===== config.mk =====
export PLATFORM = sky130hd
export DESIGN_NAME = event_timer_latch_unit
export DESIGN_NICKNAME = d
export VERILOG_FILES = /design/src/rtl/etl_pkg.sv /design/src/rtl/etl_dist_unit.sv /design/src/rtl/etl_tmr_bank.sv /design/src/rtl/event_timer_latch_unit.sv
export SDC_FILE = /design/constraint.sdc
export NUM_CORES = 1
export LEC_CHECK = 0
export BUFFER_PORTS_ARGS = -buffer_cell sky130_fd_sc_hd__buf_2
export CAP_MARGIN = 0
export CORE_MARGIN = 4
export CORE_UTILIZATION = 45
export DETAILED_ROUTE_END_ITERATION = 10
export PLACE_DENSITY = 0.64
export SLEW_MARGIN = 20
export SYNTH_ARGS = -nofsm -noshare
export SYNTH_HDL_FRONTEND = slang
export SYNTH_SLANG_ARGS = --single-unit

===== constraint.sdc =====
create_clock -name clk -period 11.95 [get_ports clk]
set_input_delay 2.39 -clock clk [delete_from_list [all_inputs] [get_ports clk]]
set_output_delay 2.39 -clock clk [all_outputs]
set_load 0.02 [all_outputs]

===== src/rtl/etl_pkg.sv =====
package etl_pkg;

	localparam logic [31:0] HALF_RANGE = 32'h7FFF_FFFF;
	localparam logic [31:0] TICK_MAX   = 32'hFFFF_FFFF;

	typedef enum logic [3:0] {
		OP_ARM_IN     = 4'd0,
		OP_SIGNAL     = 4'd1,
		OP_CHK_IN     = 4'd2,
		OP_CLR_IN     = 4'd3,
		OP_SET_TMR    = 4'd4,
		OP_CHK_TMR    = 4'd5,
		OP_CLR_TMR    = 4'd6,
		OP_UNTIL_TMR  = 4'd7,
		OP_UNTIL_NEXT = 4'd8
	} op_t;

	typedef enum logic [3:0] {
		ST_IDLE   = 4'b0001,
		ST_EXEC   = 4'b0010,
		ST_SCAN_A = 4'b0100,
		ST_SCAN_B = 4'b1000
	} state_t;

	typedef enum logic {
		DM_DIST = 1'b0,
		DM_ADD  = 1'b1
	} dmode_t;

	typedef struct packed {
		logic load;
		logic disarm;
	} tmr_ctl_t;

endpackage


===== src/rtl/etl_dist_unit.sv =====
module etl_dist_unit (
	input  etl_pkg::dmode_t mode,
	input  logic [31:0]     a,
	input  logic [31:0]     b,
	output logic [31:0]     res,
	output logic            le_imax,
	output logic            lt_imax
);

	logic [31:0] y;
	logic        cin;

	// In distance mode the result is b - a when a <= b, and one less on wrap.
	always_comb begin
		if (mode == etl_pkg::DM_DIST) begin
			y   = ~a;
			cin = (a <= b);
		end else begin
			y   = a;
			cin = 1'b0;
		end
		res     = b + y + {31'b0, cin};
		le_imax = (res <= etl_pkg::HALF_RANGE);
		lt_imax = (res < etl_pkg::HALF_RANGE);
	end

endmodule


===== src/rtl/etl_tmr_bank.sv =====
module etl_tmr_bank #(
	parameter int NUM_TIMERS = 8,
	parameter int TW         = 3
) (
	input  logic              clk,
	input  logic              arst_n,
	input  etl_pkg::tmr_ctl_t ctl,
	input  logic [TW-1:0]     sel,
	input  logic [31:0]       wr_deadline,
	output logic [31:0]       rd_deadline,
	output logic              rd_armed
);

	logic [31:0]           deadline_q [NUM_TIMERS];
	logic [NUM_TIMERS-1:0] armed_q;

	always_ff @(posedge clk) begin
		if (ctl.load) begin
			deadline_q[sel] <= wr_deadline;
		end
	end

	always_ff @(posedge clk or negedge arst_n) begin
		if (!arst_n) begin
			armed_q <= '0;
		end else if (ctl.load) begin
			armed_q[sel] <= 1'b1;
		end else if (ctl.disarm) begin
			armed_q[sel] <= 1'b0;
		end
	end

	assign rd_deadline = deadline_q[sel];
	assign rd_armed    = armed_q[sel];

endmodule


===== src/rtl/event_timer_latch_unit.sv =====
// Channel   Ports                                 Handshake
// command   op, index, time_now, timeout          taken when start is high and busy is low
// result    hit, value                            shown for one cycle while done is high
//
// A check, set, clear or arm item passes through ST_EXEC and raises done as it leaves.
// Ticks until a timer scans that timer in ST_SCAN_A and, when it is armed and not yet
// due, in ST_SCAN_B; an index past the last timer ends in ST_EXEC. Ticks until next,
// unless an input is latched, scans every timer the same way through the shared
// subtract and compare unit. Reset disarms every timer and clears the
// input latch. The result cannot be held off and is lost if not taken.
module event_timer_latch_unit #(
	parameter int NUM_TIMERS = 8,
	parameter int NUM_INPUTS = 8
) (
	input  logic        clk,
	input  logic        arst_n,
	input  logic        start,
	input  logic [3:0]  op,
	input  logic [2:0]  index,
	input  logic [31:0] time_now,
	input  logic [30:0] timeout,
	output logic        busy,
	output logic        done,
	output logic        hit,
	output logic [31:0] value
);

	localparam int TW = (NUM_TIMERS > 1) ? $clog2(NUM_TIMERS) : 1;
	localparam logic [TW-1:0] LAST = TW'(NUM_TIMERS - 1);

	etl_pkg::state_t state_q;
	etl_pkg::op_t    op_q;
	logic [2:0]      idx_q;
	logic [31:0]     now_q;
	logic [30:0]     tmo_q;
	logic [TW-1:0]   cnt_q;
	logic            single_q;
	logic [31:0]     min_q;

	logic [NUM_INPUTS-1:0] armed_in_q;
	logic [NUM_INPUTS-1:0] latched_q;
	logic [31:0]           stamp_q;

	logic        done_q;
	logic        hit_q;
	logic [31:0] value_q;

	logic              in_ok;
	logic              tm_ok;
	logic [NUM_INPUTS-1:0] in_bit;
	etl_pkg::dmode_t   dmode;
	logic [31:0]       da;
	logic [31:0]       db;
	logic [31:0]       dres;
	logic              le_imax;
	logic              lt_imax;
	etl_pkg::tmr_ctl_t tctl;
	logic [31:0]       rd_deadline;
	logic              rd_armed;
	logic [31:0]       min_nxt;
	logic              scan_end;

	assign in_ok  = (32'(idx_q) < NUM_INPUTS);
	assign tm_ok  = (32'(idx_q) < NUM_TIMERS);
	assign in_bit = in_ok ? (NUM_INPUTS'(1) << idx_q) : '0;

	always_comb begin
		dmode = etl_pkg::DM_DIST;
		da    = rd_deadline;
		db    = now_q;
		if (state_q == etl_pkg::ST_EXEC) begin
			if (op_q == etl_pkg::OP_CHK_IN) begin
				da = stamp_q;
			end else if (op_q == etl_pkg::OP_SET_TMR) begin
				dmode = etl_pkg::DM_ADD;
				da    = {1'b0, tmo_q};
			end
		end else if (state_q == etl_pkg::ST_SCAN_B) begin
			da = now_q;
			db = rd_deadline;
		end
	end

	etl_dist_unit u_dist (
		.mode    (dmode),
		.a       (da),
		.b       (db),
		.res     (dres),
		.le_imax (le_imax),
		.lt_imax (lt_imax)
	);

	always_comb begin
		tctl = '0;
		if (state_q == etl_pkg::ST_EXEC && tm_ok) begin
			if (op_q == etl_pkg::OP_SET_TMR) begin
				tctl.load = 1'b1;
			end else if (op_q == etl_pkg::OP_CLR_TMR) begin
				tctl.disarm = 1'b1;
			end else if (op_q == etl_pkg::OP_CHK_TMR) begin
				tctl.disarm = rd_armed & lt_imax;
			end
		end
	end

	etl_tmr_bank #(
		.NUM_TIMERS (NUM_TIMERS),
		.TW         (TW)
	) u_tmr_bank (
		.clk         (clk),
		.arst_n      (arst_n),
		.ctl         (tctl),
		.sel         (cnt_q),
		.wr_deadline (dres),
		.rd_deadline (rd_deadline),
		.rd_armed    (rd_armed)
	);

	always_comb begin
		min_nxt = min_q;
		if (state_q == etl_pkg::ST_SCAN_A) begin
			if (rd_armed && le_imax) begin
				min_nxt = '0;
			end
		end else if (state_q == etl_pkg::ST_SCAN_B) begin
			if (dres < min_q) begin
				min_nxt = dres;
			end
		end
		scan_end = single_q || (cnt_q == LAST);
	end

	always_ff @(posedge clk or negedge arst_n) begin
		if (!arst_n) begin
			state_q    <= etl_pkg::ST_IDLE;
			done_q     <= 1'b0;
			armed_in_q <= '0;
			latched_q  <= '0;
			stamp_q    <= '0;
		end else begin
			done_q <= 1'b0;
			unique case (state_q)
				etl_pkg::ST_IDLE: begin
					if (start) begin
						state_q <= etl_pkg::ST_EXEC;
					end
				end
				etl_pkg::ST_EXEC: begin
					state_q <= etl_pkg::ST_IDLE;
					done_q  <= 1'b1;
					unique case (op_q)
						etl_pkg::OP_ARM_IN: begin
							armed_in_q <= armed_in_q | in_bit;
						end
						etl_pkg::OP_SIGNAL: begin
							if (latched_q == '0 && (armed_in_q & in_bit) != '0) begin
								stamp_q   <= now_q;
								latched_q <= in_bit;
							end
						end
						etl_pkg::OP_CHK_IN: begin
							if ((latched_q & in_bit) != '0) begin
								latched_q <= '0;
							end
						end
						etl_pkg::OP_CLR_IN: begin
							latched_q  <= '0;
							armed_in_q <= '0;
						end
						etl_pkg::OP_UNTIL_TMR: begin
							if (tm_ok) begin
								state_q <= etl_pkg::ST_SCAN_A;
								done_q  <= 1'b0;
							end
						end
						etl_pkg::OP_UNTIL_NEXT: begin
							if (latched_q == '0) begin
								state_q <= etl_pkg::ST_SCAN_A;
								done_q  <= 1'b0;
							end
						end
						default: begin
						end
					endcase
				end
				etl_pkg::ST_SCAN_A: begin
					if (rd_armed && !le_imax) begin
						state_q <= etl_pkg::ST_SCAN_B;
					end else if (scan_end) begin
						state_q <= etl_pkg::ST_IDLE;
						done_q  <= 1'b1;
					end
				end
				etl_pkg::ST_SCAN_B: begin
					if (scan_end) begin
						state_q <= etl_pkg::ST_IDLE;
						done_q  <= 1'b1;
					end else begin
						state_q <= etl_pkg::ST_SCAN_A;
					end
				end
				default: begin
					state_q <= etl_pkg::ST_IDLE;
				end
			endcase
		end
	end

	always_ff @(posedge clk) begin
		unique case (state_q)
			etl_pkg::ST_IDLE: begin
				if (start) begin
					op_q     <= etl_pkg::op_t'(op);
					idx_q    <= index;
					now_q    <= time_now;
					tmo_q    <= timeout;
					single_q <= (op != etl_pkg::OP_UNTIL_NEXT);
					cnt_q    <= (op == etl_pkg::OP_UNTIL_NEXT) ? '0 : TW'(index);
					min_q    <= etl_pkg::TICK_MAX;
				end
			end
			etl_pkg::ST_EXEC: begin
				hit_q   <= 1'b0;
				value_q <= '0;
				unique case (op_q)
					etl_pkg::OP_CHK_IN: begin
						if ((latched_q & in_bit) != '0) begin
							hit_q   <= 1'b1;
							value_q <= dres;
						end
					end
					etl_pkg::OP_CHK_TMR: begin
						if (tm_ok && rd_armed && lt_imax) begin
							hit_q   <= 1'b1;
							value_q <= dres;
						end
					end
					etl_pkg::OP_UNTIL_TMR: begin
						value_q <= etl_pkg::TICK_MAX;
					end
					default: begin
					end
				endcase
			end
			etl_pkg::ST_SCAN_A: begin
				min_q   <= min_nxt;
				value_q <= min_nxt;
				if (!(rd_armed && !le_imax) && !scan_end) begin
					cnt_q <= cnt_q + 1'b1;
				end
			end
			etl_pkg::ST_SCAN_B: begin
				min_q   <= min_nxt;
				value_q <= min_nxt;
				if (!scan_end) begin
					cnt_q <= cnt_q + 1'b1;
				end
			end
			default: begin
			end
		endcase
	end

	assign busy  = (state_q != etl_pkg::ST_IDLE);
	assign done  = done_q;
	assign hit   = hit_q;
	assign value = value_q;

endmodule

==> metrics.txt, run 1 <==
status complete, no violations; first-pass GRT wire length roughly 90000 um; commonest cells after routing, fill and taps aside 395 x edfxtp_1, 162 x nand2_1, 143 x o21ai_0, 107 x buf_2, 100 x nor2_1; Mean Syn Cell Area 12.7 um^2; maximum vdd drop 0.102 mV; syn nets between 1.5k and 2k; Max Slew Vio Count 0; CTS Hold Bufs 0; CTS Sinks 459; simple logic cell fraction of the synthesized area a little under 9%; clock power share between 20 and 30%; register bit total from synthesis 459; register area share after synthesis 58.4%; Worst-Skew Late Latency 0.60 ns; number of flops mapped to enable cells by yosys 395; drt total wl approximately 60000 um; hold path start armed_in_q[6]; Port Buffers 107; die area about 55000 um^2; TritonCTS clock tree yes; Worst Clk Skew between 0.02 and 0.03 ns; Setup TNS 0 ns; sw frac 33.4%; initial antenna violation count 2; fin util about half; Hold WC Path Type reg2reg; root buf cell clkbuf_16; post-DR wirelength/cell 22.5 um; Final Cycle Share slightly above 90%; M3 GR Usage 3.13%; RSZ-0062 raised after global routing false; Tmin final 10.87 ns; Power Internal 3.33 mW; CP required approximately 12 ns; final hold violation count 0; Setup WS pre-CTS 0.872 ns; share of layout cells above drive strength 1 18.9%; fin worst setup slack 1.08 ns; share of power burned in registers 41.2%; Unique masters post-synth 74; cts bufs inserted 48; Synth Flop Type edfxtp_1; Worst Setup Start Kind register; vias per cell around 5.9; final standard cell count with taps included and fillers excluded ~2.6k; combinational power share 29.8%; crit path launch op_q[1]; vias in the first global route approximately 15k; Setup Crit Path Kind reg2reg; CP max stage delay approximately 1 ns; RePlAce Congestion just over 0.9; CP Capture Type register; Slew HR 27.2%; Iter 0 DRT Violations 1467; commonest non-fill, non-tap cell in the layout edfxtp_1; Area Overhead vs Synth 13.1%; Arr. time, crit path 11.34 ns; placed insts 2541; CP Max Fanout 27; synthesized area roughly 23000 um^2; Reg2Reg Launch Point op_q[1]; crit path max-delay cell type or4b_2; Tightest Pin Transition ~1.1 ns; Die H around 230 um; busiest grt layer met2; LEAKAGE 10.1 nW; Vias 15.5k; post-synthesis xor/xnor area fraction between 2 and 2.5%; Initial Utilization 45.7%; Setup Viol. Count Final 0; die span in x 234 um; met2 Use GR 32.6%; Final ANT Viol Nets 0; FP Rows 82; cells after synthesis 1812; largest net degree at the start of global routing 65; multiplexer share of the synthesized area 9.65%; Max Freq slightly above 90 MHz; Adder-Cell Fraction of Synth Area 5.33%; gr usage total 21.5%; CTS clk-pin slew, worst paths roughly 0.060 ns; DRC violations left 0; GR Util met1 32.5%; FFs w/ async S/R, synth 13.3%; Compound-Gate Fraction of Synth Area 12.6%; remaining global-route overflow 0; max-cap violations 0; CTS H-tree lvls 2; final net count 2090; drt first pass iters 5; postcts setup bufs 0; YS warnings 0; core area 50400 um^2; io pins approximately 110; largest family of logic cells by synthesized area compound AO/OA/AOI/OAI gates; post-detail-place hpwl between 30000 and 40000 um; Max clock buf depth 3; P_sw around 1.7 mW; power per cell area between 150 and 200 nW/um^2
==> Yosys cell counts (4+ instances only) <==
master,n,share of area [%]
edfxtp_1,395,51
nand2_1,162,2.6
o21ai_0,143,3.1
nor2_1,105,1.7
a21oi_1,97,2.1
ha_1,95,5.2
inv_1,84,1.4
clkbuf_1,74,1.2
mux4_2,64,6.3
dfrtp_1,60,6.5
xnor2_1,43,1.6
o211ai_1,40,1.3
a221o_1,36,1.6
mux2_2,36,1.8
mux2i_1,36,1.6
a21o_1,30,0.98
nand4_1,23,0.62
buf_1,21,0.34
nand3_1,19,0.41
nor3_1,18,0.39
nand2b_1,17,0.46
nor2b_1,14,0.38
xor2_1,14,0.53
a211oi_1,13,0.42
o22ai_1,13,0.35
and2_1,12,0.33
and3_1,10,0.27
o21a_1,10,0.33
o31ai_1,10,0.33
a31oi_1,9,0.24
buf_2,8,0.17
nor4_1,8,0.22
a21boi_0,7,0.23
a41oi_1,6,0.23
or3_1,5,0.14
nand3b_1,4,0.13
nor4b_1,4,0.15
o21bai_1,4,0.13
==> per-layer routing <==
layer / vias up / wire length (um)
met4: 0 / 1490
met1: 7708 / 27000
met2: 549 / 26600
met3: 93 / 4170
li1: 7148 / -
met5: - / 0
==> logic make-up (layout without fill, tap and decap cells) <==
logic type                 count (synthesis)  after routing
DFF                                      459            459
AOI/OAI and AO/OA                        449            449
and+or+nand+nor                          423            423
buffers and inverters                    190            336
muxes                                    137            137
adders and majority gates                 97             97
xor gates and xnor gates                  57             57
other                                      0              2
==> critical path, delay by kind of cell (launching register included) <==
| kind | cells | cell delay [ns] |
|---|---|---|
| compound gates | 19 | 4.93 |
| xor+xnor | 1 | 0.44 |
| fa+ha+maj | 4 | 1.37 |
| buf+inv | 2 | 0.34 |
| flops | 1 | 0.52 |
| simple gates | 12 | 3.11 |
==> per-stage QoR <==
stage,instance area [um^2],hold WS (ns),power (mW)
floorplan,23000,0.456,2.98
detailed placement,24500,0.485,3.54
global placement,24500,0.474,3.52
global route,26000,0.524,5.25
finish,26000,0.497,5.00
CTS,26000,0.500,5.01
==> state kept, by name (all words and copies together) (netlist names), 8 cells and up, named ones only <==
name	cells
u_tmr_bank.deadline_q	256
now_q	32
latched_q	8
value	32
armed_in_q	8
min_q	32
stamp_q	32
tmo_q	31
==> repair_timing <==
| item | in CTS | in global routing |
|---|---|---|
| setup endpoints to repair | 0 | 21 |
| hold endpoints to repair | 0 | 0 |
| resized for setup | 0 | 1 |
==> final timing paths <==
kind	to	slack [ns]	cells past startpoint
setup / recovery	value[15]	1.08	38
hold / removal	armed_in_q[6]	0.50	2
setup reg to reg	value[15]	1.08	38
hold reg to reg	armed_in_q[6]	0.50	2
max in group asynchronous	stamp_q[28]	9.38	2
min in group asynchronous	latched_q[2]	2.00	2
==> final cells by class <==
type,count,area (um^2)
multi-input cells,1163,8930
flip-flops and latches,459,13500
repair buffers,164,963
inverters,84,315
fillers,4239,24300
well taps,672,841
clock buffers,59,1260
diodes,2,5.00
clock inverters,29,272
==> power by group through the flow <==
stage | clock network (mW) | registers, mW | logic [mW]
floorplan | 0 | 2.06 | 0.916
global placement | 0 | 2.09 | 1.43
detailed placement | 0 | 2.09 | 1.45
CTS | 1.49 | 2.06 | 1.47
global route | 1.55 | 2.07 | 1.63
finish | 1.45 | 2.06 | 1.49
Note: power is estimated with default switching activity, not from simulation.
==> run 2: changes to the inputs <==
CORE_ASPECT_RATIO = 1.25   (was unset)
==> run 2 against run 1 <==
  * Setup slack better by 0.17 ns
  * Via count is 0.75% higher
  * Register-to-register slack better by 0.17 ns
  * Sequential share of layout area is 0.22 points higher
  * Cell count is 1.1% lower
  * Core utilization is 0.38 points lower
  * Non-clock buffer count is 12 lower
  * Combinational power hardly changed
  * Clock skew is 0.0032 ns lower
  * Critical endpoint unchanged
  * Highest routed layer unchanged
==> metrics.txt, run 2 (synthesized netlist as in run 1, its figures left out) <==
RePlAce Congestion 0.895 (was 0.915); Power Internal 3.34 mW (was 3.33 mW); CTS Sinks 459 (unchanged); max-cap violations 0 (unchanged); Die H 261 um (was 234 um); largest net degree at the start of global routing 72 (was 65); FP Rows 92 (was 82); root buf cell clkbuf_16 (unchanged); Worst-Skew Late Latency 0.61 ns (was 0.60 ns); CP required 12.42 ns (about the same); status complete, no violations (unchanged); first-pass GRT wire length 91200 um (was 90400 um); final net count 2076 (was 2090); post-detail-place hpwl 39700 um (was 40000 um); crit path max-delay cell type dfxtp_2 (was or4b_2); fin util 51.3% (was 51.7%); post_cts resized 0 (unchanged); cts bufs inserted 46 (was 48); Initial Utilization 45.6% (was 45.7%); placed insts 2516 (was 2541); CP max stage delay 0.75 ns (was 1.03 ns); core area 50500 um^2 (was 50400 um^2); gr usage total 21.2% (was 21.5%); Final ANT Viol Nets 0 (unchanged); Largest register FFs 256 (unchanged); Vias 15.6k (was 15.5k); drt first pass iters 5 (unchanged); DRC violations left 0 (unchanged); Worst path most repeated cell o21ai_0; Area Overhead vs Synth 12.6% (was 13.1%); final hold slack 0.492 ns (was 0.497 ns); sw frac 33.2% (was 33.4%); CP Max Fanout 42 (was 27); Worst Setup Start Kind register (unchanged); Hold WC Path Type reg2reg (unchanged); initial antenna violation count 0 (was 2); CTS H-tree lvls 2 (unchanged); postcts setup bufs 0 (unchanged); share of power burned in registers 41.3% (was 41.2%); commonest non-fill, non-tap cell in the layout edfxtp_1 (unchanged); filler cell count 4259 (was 4239); TritonCTS clock tree yes (unchanged); combinational power share 29.1% (was 29.8%); remaining global-route overflow 0 (unchanged); Setup Crit Path Kind reg2reg (unchanged); Final Cycle Share 89.5% (was 90.9%); power per cell area 193 nW/um^2 (was 192 nW/um^2); LEAKAGE 10.1 nW (about the same); Largest Register u_tmr_bank.deadline_q (unchanged); Worst Clk Skew 0.0231 ns (was 0.0263 ns); CTS Hold Bufs 0 (unchanged); CTS clk-pin slew, worst paths 0.06 ns (about the same); die span in x 210 um (was 234 um); io pins 108 (unchanged); Max Slew Vio Count 0 (unchanged); final standard cell count with taps included and fillers excluded 2603 (was 2632); Arr. time, crit path 11.17 ns (was 11.34 ns); RSZ-0062 raised after global routing false (unchanged); Port Buffers 107 (unchanged); Setup TNS 0 ns (unchanged); drt total wl 59500 um (was 59200 um); Max Freq 93.5 MHz (was 92.0 MHz); post-DR wirelength/cell 22.8 um (was 22.5 um); Tightest Pin Transition 1.06 ns (was 1.09 ns); clock power share 29.6% (was 29.0%); maximum vdd drop 0.114 mV (was 0.102 mV); commonest cells after routing, fill and taps aside 395 x edfxtp_1, 162 x nand2_1, 143 x o21ai_0, 107 x buf_2, 100 x nor2_1 (unchanged); share of layout cells above drive strength 1 18.4% (was 18.9%); Slew HR 29.5% (was 27.2%); Setup Viol. Count Final 0 (unchanged); Max clock buf depth 3 (unchanged); die area 54900 um^2 (about the same); Tmin final 10.70 ns (was 10.87 ns); total power 5.00 mW (about the same); Iter 0 DRT Violations 1378 (was 1467); vias per cell 6.00 (was 5.89); final hold violation count 0 (unchanged); CP Capture Type register (unchanged); vias in the first global route 15.2k (was 15.0k); P_sw 1.66 mW (was 1.67 mW)
==> run 2: cell types whose count changed in the layout (fill, tap and decap cells not counted), sizes merged <==
cell	previous run	this run
clkbuf	60	54
buf	163	152
bufinv	3	5
clkinv	22	19
inv	85	88
==> run 2: path summary, 6_finish.rpt <==
path / from / endpoint / slack [ns] / depth (start not counted)
worst max-delay path: register / value[15] / 1.25 / 40
worst min-delay path: armed_in_q[5] / armed_in_q[5] / 0.49 / 2
worst max register to register: register / value[15] / 1.25 / 40
worst min register to register: armed_in_q[5] / armed_in_q[5] / 0.49 / 2
max in group asynchronous: arst_n / stamp_q[1] / 9.33 / 2
min in group asynchronous: arst_n / asynchronous set/reset pin / 1.96 / 2
==> run 2: final cells by class <==
cell class	count	area (um^2)	share of cell area [%]
Antenna cell	2	5.00	0.0193
Timing Repair Buffer	152	873	3.37
Sequential cell	459	13500	51.9
Inverter	84	315	1.22
Clock inverter	31	333	1.28
Multi-Input combinational cell	1163	8930	34.4
Tap cell	658	823	3.17
Clock buffer	54	1200	4.63
==> run 2: per-layer routing <==
layer  vias up  share of wire [%]  track usage [%]
li1       7090                  -                -
met1      7882                 44             30.0
met2       561                 48             35.0
met3        82                6.0             2.88
met4         0                2.2             5.66
met5         -                  0                0
==> run 2: power groups by stage <==
stage                     logic [mW]  registers [mW]  clock network, mW
after floorplan                0.916            2.06                  0
after global placement          1.40            2.10                  0
after detailed placement        1.42            2.10                  0
after CTS                       1.44            2.06               1.51
after global routing            1.59            2.07               1.58
final                           1.46            2.06               1.48
==> run 2: critical path, delay by kind of cell (launching register included) <==
family | cells | cell delay [ns]
AO/OA/AOI/OAI | 17 | 3.51
XOR/XNOR | 1 | 0.41
adder cells (fa/ha/maj) | 4 | 1.37
buffers and inverters | 4 | 1.31
flip-flops | 1 | 0.75
multiplexers | 2 | 0.85
AND/OR/NAND/NOR | 12 | 2.27
==> run 2: stage by stage <==
step | setup slack [ns] | cell area (um^2)
2_1_floorplan | 2.95 | 23000
3_3_place_gp | 1.75 | 24400
3_5_place_dp | 1.38 | 24400
4_1_cts | 1.34 | 25900
5_1_grt | 0.635 | 25900
6_report | 1.25 | 25900
